$ cat src/hw/rtl/bpg_pkg.sv
// Shared constants, threshold table and lookup function for the battery percent gauge.
// Used by bpg_window and battery_percent_gauge_top; depends on nothing else.
package bpg_pkg;

    localparam int SAMPLE_W            = 12;
    localparam int PERCENT_W           = 7;
    localparam int DEFAULT_WINDOW_SIZE = 8;

    // Pack voltage in millivolts is floor(avg * 103 / 3); all comparisons are made on
    // avg * 103 against three times the millivolt limit, so no division by three is needed.
    localparam int PACK_W   = 19;
    localparam int PACK_MUL = 103;

    // Strict band edges: q > T holds exactly when avg * 103 >= 3 * T + 3.
    localparam logic [PACK_W-1:0] BAND_HIGH_X3 = PACK_W'(3 * 55000 + 3);
    localparam logic [PACK_W-1:0] BAND_MID_X3  = PACK_W'(3 * 40000 + 3);
    localparam logic [PACK_W-1:0] BAND_LOW_X3  = PACK_W'(3 * 28000 + 3);

    // Reciprocal multipliers for floor(x / 5) and floor(x / 3) on 14-bit operands.
    localparam int SCALED_W   = SAMPLE_W + 2;
    localparam int RECIP_W    = 15;
    localparam int DIV5_SHIFT = 17;
    localparam int DIV3_SHIFT = 16;
    localparam logic [RECIP_W-1:0] DIV5_MUL = RECIP_W'(((1 << DIV5_SHIFT) + 4) / 5);
    localparam logic [RECIP_W-1:0] DIV3_MUL = RECIP_W'(((1 << DIV3_SHIFT) + 2) / 3);

    localparam int LEVEL_COUNT = 100;
    localparam int LEVEL_IDX_W = $clog2(LEVEL_COUNT);

    typedef logic [PACK_W-1:0] t_level;

    // Entry p-1 is three times the smallest pack millivolt value that gives at least p percent.
    localparam int LEVEL_X3 [LEVEL_COUNT] = '{
        3*37873, 3*39809, 3*40942, 3*41745, 3*42368, 3*42877, 3*43308, 3*43681, 3*44010,
        3*44304, 3*44570, 3*44813, 3*45037, 3*45244, 3*45436, 3*45617, 3*45786, 3*45945,
        3*46096, 3*46240, 3*46376, 3*46506, 3*46630, 3*46749, 3*46863, 3*46972, 3*47078,
        3*47179, 3*47277, 3*47372, 3*47464, 3*47552, 3*47638, 3*47722, 3*47803, 3*47881,
        3*47958, 3*48032, 3*48105, 3*48175, 3*48244, 3*48312, 3*48377, 3*48442, 3*48504,
        3*48566, 3*48626, 3*48685, 3*48742, 3*48799, 3*48854, 3*48908, 3*48961, 3*49014,
        3*49065, 3*49115, 3*49165, 3*49213, 3*49261, 3*49308, 3*49354, 3*49399, 3*49444,
        3*49488, 3*49531, 3*49574, 3*49616, 3*49657, 3*49698, 3*49738, 3*49778, 3*49817,
        3*49855, 3*49893, 3*49931, 3*49968, 3*50004, 3*50040, 3*50076, 3*50111, 3*50146,
        3*50180, 3*50214, 3*50247, 3*50280, 3*50313, 3*50345, 3*50377, 3*50409, 3*50440,
        3*50471, 3*50501, 3*50532, 3*50562, 3*50591, 3*50620, 3*50649, 3*50678, 3*50706,
        3*50734
    };

    // Counts the thresholds that the scaled pack value reaches by a binary search over
    // the monotonic table; the count saturates at one hundred by construction.
    function automatic logic [PERCENT_W-1:0] level_count(input logic [PACK_W-1:0] pack_x3);
        logic [PERCENT_W-1:0] p;
        logic [PERCENT_W:0]   cand;
        p = '0;
        for (int b = PERCENT_W - 1; b >= 0; b--) begin
            cand = {1'b0, p} + ((PERCENT_W + 1)'(1) << b);
            if (cand <= (PERCENT_W + 1)'(LEVEL_COUNT) &&
                pack_x3 >= t_level'(LEVEL_X3[cand[LEVEL_IDX_W-1:0] - LEVEL_IDX_W'(1)])) begin
                p = cand[PERCENT_W-1:0];
            end
        end
        return p;
    endfunction

endpackage

$ cat src/hw/rtl/battery_percent_gauge_top.sv
// Top level of the battery percent gauge: handshake, averaging, band scaling and lookup.
// Depends on bpg_pkg and bpg_window.
//
// Each transfer on the input channel carries one divider sample in millivolts and yields
// exactly one charge percent (0 to 100) on the output channel, worked out from the average
// of the last WINDOW_SIZE samples including this one; the window holds zeros after reset.
// The block takes one sample in every cycle while held results do not stall it; each result
// passes the running sum update, then the averaging multiply, the band scaling,
// the pack voltage multiply and the threshold search, each registered.
// Held results do not stop the input until all five stages are full.
module battery_percent_gauge_top
    import bpg_pkg::*;
#(
    parameter int WINDOW_SIZE = DEFAULT_WINDOW_SIZE
) (
    input  logic                 i_clk,
    input  logic                 i_rst_n,
    input  logic                 i_in_valid,
    output logic                 o_in_ready,
    input  logic [SAMPLE_W-1:0]  i_sample_mv,
    output logic                 o_out_valid,
    input  logic                 i_out_ready,
    output logic [PERCENT_W-1:0] o_percent
);

    localparam int    LOG_W     = $clog2(WINDOW_SIZE);
    localparam int    SUM_W     = SAMPLE_W + LOG_W;
    localparam int    DIV_SHIFT = SUM_W + LOG_W;
    localparam int    MUL_W     = SUM_W + 1;
    localparam int    PROD_W    = SUM_W + MUL_W;
    localparam longint AVG_MUL_L =
        ((longint'(1) << DIV_SHIFT) + longint'(WINDOW_SIZE) - 1) / longint'(WINDOW_SIZE);
    localparam logic [MUL_W-1:0] AVG_MUL = MUL_W'(AVG_MUL_L);

    logic                 ld_sum;
    logic                 ld_avg;
    logic                 ld_norm;
    logic                 ld_vq;
    logic                 ld_out;
    logic                 accept;

    logic                 r_sum_valid;
    logic                 r_avg_valid;
    logic                 r_norm_valid;
    logic                 r_vq_valid;
    logic                 r_out_valid;

    logic [SUM_W-1:0]     win_sum;
    logic [PROD_W-1:0]    avg_prod;
    logic [SAMPLE_W-1:0]  r_avg;

    logic [PACK_W-1:0]    avg_x103;
    logic [SCALED_W-1:0]  avg_x4;
    logic [SCALED_W+RECIP_W-1:0] prod5;
    logic [SCALED_W+RECIP_W-1:0] prod3;
    logic [SAMPLE_W-1:0]  n_norm;
    logic [SAMPLE_W-1:0]  r_norm;

    logic [PACK_W-1:0]    r_vq;
    logic [PERCENT_W-1:0] r_percent;

    assign ld_out     = !r_out_valid || i_out_ready;
    assign ld_vq      = !r_vq_valid || ld_out;
    assign ld_norm    = !r_norm_valid || ld_vq;
    assign ld_avg     = !r_avg_valid || ld_norm;
    assign ld_sum     = !r_sum_valid || ld_avg;
    assign o_in_ready = ld_sum;
    assign accept     = i_in_valid && ld_sum;

    bpg_window #(
        .WINDOW_SIZE (WINDOW_SIZE)
    ) u_window (
        .i_clk       (i_clk),
        .i_rst_n     (i_rst_n),
        .i_load      (accept),
        .i_sample_mv (i_sample_mv),
        .o_sum       (win_sum)
    );

    // Floor division of the sum by the window size through an exact reciprocal.
    assign avg_prod = PROD_W'(win_sum) * PROD_W'(AVG_MUL);

    // Band selection and rescaling to the 48 V reference.
    assign avg_x103 = PACK_W'(r_avg) * PACK_W'(PACK_MUL);
    assign avg_x4   = {r_avg, 2'b00};
    assign prod5    = (SCALED_W + RECIP_W)'(avg_x4) * (SCALED_W + RECIP_W)'(DIV5_MUL);
    assign prod3    = (SCALED_W + RECIP_W)'(avg_x4) * (SCALED_W + RECIP_W)'(DIV3_MUL);

    always_comb begin
        priority if (avg_x103 >= BAND_HIGH_X3) begin
            n_norm = prod5[DIV5_SHIFT +: SAMPLE_W];
        end else if (avg_x103 >= BAND_MID_X3) begin
            n_norm = r_avg;
        end else if (avg_x103 >= BAND_LOW_X3) begin
            n_norm = prod3[DIV3_SHIFT +: SAMPLE_W];
        end else begin
            n_norm = r_avg;
        end
    end

    always_ff @(posedge i_clk) begin
        if (!i_rst_n) begin
            r_sum_valid  <= 1'b0;
            r_avg_valid  <= 1'b0;
            r_norm_valid <= 1'b0;
            r_vq_valid   <= 1'b0;
            r_out_valid  <= 1'b0;
        end else begin
            if (ld_sum) begin
                r_sum_valid <= accept;
            end
            if (ld_avg) begin
                r_avg_valid <= r_sum_valid;
            end
            if (ld_norm) begin
                r_norm_valid <= r_avg_valid;
            end
            if (ld_vq) begin
                r_vq_valid <= r_norm_valid;
            end
            if (ld_out) begin
                r_out_valid <= r_vq_valid;
            end
        end
    end

    always_ff @(posedge i_clk) begin
        if (ld_avg && r_sum_valid) begin
            r_avg <= avg_prod[DIV_SHIFT +: SAMPLE_W];
        end
        if (ld_norm && r_avg_valid) begin
            r_norm <= n_norm;
        end
        if (ld_vq && r_norm_valid) begin
            r_vq <= PACK_W'(r_norm) * PACK_W'(PACK_MUL);
        end
        if (ld_out && r_vq_valid) begin
            r_percent <= level_count(r_vq);
        end
    end

    assign o_out_valid = r_out_valid;
    assign o_percent   = r_percent;

`ifndef SYNTHESIS
    a_percent_range: assert property (@(posedge i_clk) disable iff (!i_rst_n)
        o_out_valid |-> o_percent <= PERCENT_W'(LEVEL_COUNT))
        else $error("Percent result above one hundred.");

    a_full_stall: assert property (@(posedge i_clk) disable iff (!i_rst_n)
        (r_sum_valid && r_avg_valid && r_norm_valid && r_vq_valid && r_out_valid &&
         !i_out_ready) |-> !o_in_ready)
        else $error("Input accepted while every stage is held.");

    a_low_pack_zero: assert property (@(posedge i_clk) disable iff (!i_rst_n)
        (ld_out && r_vq_valid && r_vq < t_level'(LEVEL_X3[0])) |=>
        (o_out_valid && o_percent == '0))
        else $error("Pack voltage below the curve gave a nonzero percent.");

    a_stage_advance: assert property (@(posedge i_clk) disable iff (!i_rst_n)
        (r_vq_valid && ld_out) |=> o_out_valid)
        else $error("Result lost between the last two stages.");
`endif

endmodule

$ cat src/hw/rtl/bpg_window.sv
// Sample window of the battery percent gauge: a shift line of samples and its running sum.
// Depends on bpg_pkg.
module bpg_window
    import bpg_pkg::*;
#(
    parameter int  WINDOW_SIZE = DEFAULT_WINDOW_SIZE,
    localparam int SUM_W       = SAMPLE_W + $clog2(WINDOW_SIZE)
) (
    input  logic                i_clk,
    input  logic                i_rst_n,
    input  logic                i_load,
    input  logic [SAMPLE_W-1:0] i_sample_mv,
    output logic [SUM_W-1:0]    o_sum
);

    logic [SAMPLE_W-1:0] r_taps [WINDOW_SIZE];
    logic [SUM_W-1:0]    r_sum;
    logic [SUM_W-1:0]    n_sum;

    // The oldest sample leaves from the last tap as the new one enters the first.
    assign n_sum = r_sum - SUM_W'(r_taps[WINDOW_SIZE-1]) + SUM_W'(i_sample_mv);

    always_ff @(posedge i_clk) begin
        if (!i_rst_n) begin
            for (int i = 0; i < WINDOW_SIZE; i++) begin
                r_taps[i] <= '0;
            end
            r_sum <= '0;
        end else if (i_load) begin
            r_taps[0] <= i_sample_mv;
            for (int i = 1; i < WINDOW_SIZE; i++) begin
                r_taps[i] <= r_taps[i-1];
            end
            r_sum <= n_sum;
        end
    end

    assign o_sum = r_sum;

endmodule

$ cat config.mk
export PLATFORM = sky130hd
export DESIGN_NAME = battery_percent_gauge_top
export DESIGN_NICKNAME = d
export VERILOG_FILES = /design/src/hw/rtl/bpg_pkg.sv /design/src/hw/rtl/battery_percent_gauge_top.sv /design/src/hw/rtl/bpg_window.sv
export SDC_FILE = /design/constraint.sdc
export NUM_CORES = 1
export LEC_CHECK = 0
export ABC_AREA = 1
export BUFFER_PORTS_ARGS = -buffer_cell sky130_fd_sc_hd__buf_4
export CORE_AREA = 5 5 141 244
export DETAILED_ROUTE_END_ITERATION = 12
export DIE_AREA = 0 0 146 249
export GPL_TIMING_DRIVEN = 0
export PLACE_DENSITY = 0.82
export SYNTH_ARGS = -nofsm -noshare
export SYNTH_HDL_FRONTEND = slang
export SYNTH_SLANG_ARGS = --single-unit
$ cat constraint.sdc
create_clock -name i_clk -period 13.84 [get_ports i_clk]
set_input_delay 0.692 -clock i_clk [delete_from_list [all_inputs] [get_ports i_clk]]
set_output_delay 0.692 -clock i_clk [all_outputs]
set_load 0.01 [all_outputs]
==> metrics.yaml <==
outcome:
  status: "complete, no violations"
cts:
  clk-insertion-delay-late_ps: 450
  cts_tree: "built"
  cts_hold_buf: 0
  clockBufferDepth: 2
  htreeDepth: 4
  clkTransAtPathRegs_ps: 80
  cts_inserted_buffers: 17
  cts-root-buf: "clkbuf_16"
  clock_sinks: 166
floorplan:
  core_area_mm2: 0.0321
  start_util_pct: 65.1
  die-area_mm2: 0.0364
  die_y_um: 249
  row_count: 87
  ios: 25
  die_w_um: 146
global_routing:
  grtUsageTotal_pct: 36.7
  grt_pass1_wl_um: 103000
  grt_remaining_overflow: 0
  grt_pass1_vias: 19900
  grt_max_degree: 78
  antenna_found_initial: 0
timing:
  slew_violations: 0
  fmax_mhz: 74.8
  fin_crit_ps: 13370
  slew_headroom_pct: 24.8
  tns_ps: 0
  period_share_pct: 96.6
  clock-skew-final_ps: 21.7
  worstMarginPinSlew_ps: 1120
  hold_violations: 0
  setup_viol: 0
logic_synthesis:
  syn_inst: 2633
  ys_types: 49
  seq_area_frac_synth_pct: 22.9
  synth_top_area_share_pct: 21.1
  synth_nets: 3150
  ys_ff_latch: 166
  syn_avg_cell_area_um2: 7.93
  synth_ff_type: "edfxtp_1"
  synthTopCellsByCount: "550 x nand2_1, 532 x inv_1, 352 x ha_1, 239 x nor2_1, 149 x fa_1"
  synth_largest_area_cell: "ha_1"
  yosys.cell_count.top_type: "nand2_1"
  synth_area_mm2: 0.0209
  synth-edff-count: 146
  synthArstFlopShare_pct: 0
  yosysWarnings: 0
  ys_top_cells_by_area: "ha_1 21%, edfxtp_1 21%, fa_1 14%"
worst_hold_path:
  whs_endpoint: "r_avg[5]"
  hold_start: "u_window.o_sum[8]"
  hp-class: "flop to flop"
  min_path_cells: 0
drt:
  drc: 0
  post_drt_wl_per_cell_um: 21.4
  num_vias: 18611
  avgViaCountPerCell: 5.95
  finalWirelength_um: 67000
  antenna_left: 0
  drtPass1Iterations: 7
  dr.first_iter.drc_count: 1197
setup_path:
  regToRegSetupSlack_ps: 470
  slowest_stage: "edfxtp_1"
  cp_num_buf_inv: 15
  cp_common_cell: "nand2_1"
  cp_top_family: "simple AND/OR/NAND/NOR gates"
  required_ps: 14050
  end_kind: "flop"
  cpPeakStageDelay_ps: 480
  r2r-start: "r_vq[18]"
  arrival_ps: 13580
  crit_fanout: 18
  worstSetupStartpointType: "flop"
  r2r_cells: 87
  crit_start: "r_vq[18]"
  critPathKind: "flop to flop"
  r2r_end: "o_percent[0]"
cells_and_area:
  finalNonFillerCells: 3130
  final_layout_size_suffix_gt1_share_pct: 8.57
  antenna_cells: 0
  areaGrowthSynthToFinish_pct: 10.5
  num-nets-final: 3234
place:
  routabilityCongestion: 1.08
  dpl.hpwl_um: 52800
  dp_cells: 3057
  portBuffers: 23
job:
  cap_violations: 0
## worst max path at each step
stage | to | depth (start not counted)
2_1_floorplan | o_percent[0] | 90
3_3_place_gp | o_percent[0] | 90
3_5_place_dp | o_percent[0] | 90
4_1_cts | o_percent[0] | 91
5_1_grt | o_percent[0] | 95
6_report | o_percent[0] | 87
## layer usage
metal,track usage (%),up-vias,wire length [um],share of wire (%)
li1,-,8632,-,-
met4,32.5,0,7380,11
met1,32.6,8737,20700,31
met3,5.93,397,3390,5.1
met5,0,-,0,0
met2,69.5,845,35600,53
## sequential cells by signal, summed over array words and instances, names as in the netlist, 7 cells and up
name and cells:
o_percent 7, r_avg 12, r_norm 12, r_vq 19, u_window.o_sum 15, u_window.r_taps 96
## timing repair
action / CTS / global route
setup endpoints to repair: 2 / 1
pin swaps: 3 / 12
setup buffers: 17 / 24
gates resized for setup: 49 / 81
## placed cells by master, fill, tap and decap left out, drive strengths merged
| cell type | n |
|---|---|
| nand2 | 566 |
| nand4 | 41 |
| o211ai | 3 |
| clkinvlp | 2 |
| a21oi | 149 |
| xnor2 | 12 |
| fa | 149 |
| edfxtp | 146 |
| xor2 | 36 |
| nand3 | 123 |
| o21bai | 6 |
| o21a | 5 |
| a221oi | 4 |
| a21boi | 3 |
| clkbuf | 31 |
| clkinv | 9 |
| nand3b | 13 |
| o31ai | 1 |
| and2 | 5 |
| a211oi | 4 |
| o22ai | 12 |
| a21o | 5 |
| o2111ai | 3 |
| a211o | 1 |
| nor3b | 3 |
| dfxtp | 20 |
| buf | 93 |
| ha | 352 |
| o21ai | 107 |
| a31oi | 7 |
| inv | 548 |
| o21ba | 1 |
| nor4 | 4 |
| nor2 | 249 |
| o211a | 1 |
| nor3 | 16 |
## area by class of cell
class / instances / area [um2]
Buffer: 42 / 364
Timing Repair Buffer: 65 / 512
Multi-Input combinational cell: 1881 / 14200
Clock inverter: 15 / 213
Sequential cell: 166 / 4780
Fill cell: 2468 / 9030
Clock buffer: 17 / 425
Tap cell: 400 / 500
Inverter: 544 / 2060
## through the flow
| stage | worst slack, ps | area (um2) | utilization (%) | hold WS [ps] |
|---|---|---|---|---|
| floorplan | 1940 | 20900 | - | 408 |
| global placement | -3750 | 21600 | 67.2 | 419 |
| detailed placement | -3850 | 21600 | 67.2 | 418 |
| CTS | 11.3 | 22500 | 70.1 | 435 |
| global route | -97.6 | 23100 | 71.9 | 448 |
| finish | 471 | 23100 | 71.9 | 437 |
## cell families (layout without fill, tap and decap cells)
group                    Yosys count  after routing  synth area share [%]
AND/OR/NAND/NOR                 1020           1020                  20.6
buffers and inverters            586            683                  11.0
adder cells (fa/ha/maj)          501            501                  35.4
AO/OA/AOI/OAI                    312            312                  8.18
flip-flops                       166            166                  22.9
XOR/XNOR                          48             48                  2.01
Power is not shown: default switching activity piles up to over one toggle a cycle in this logic, so the estimate is an artifact.
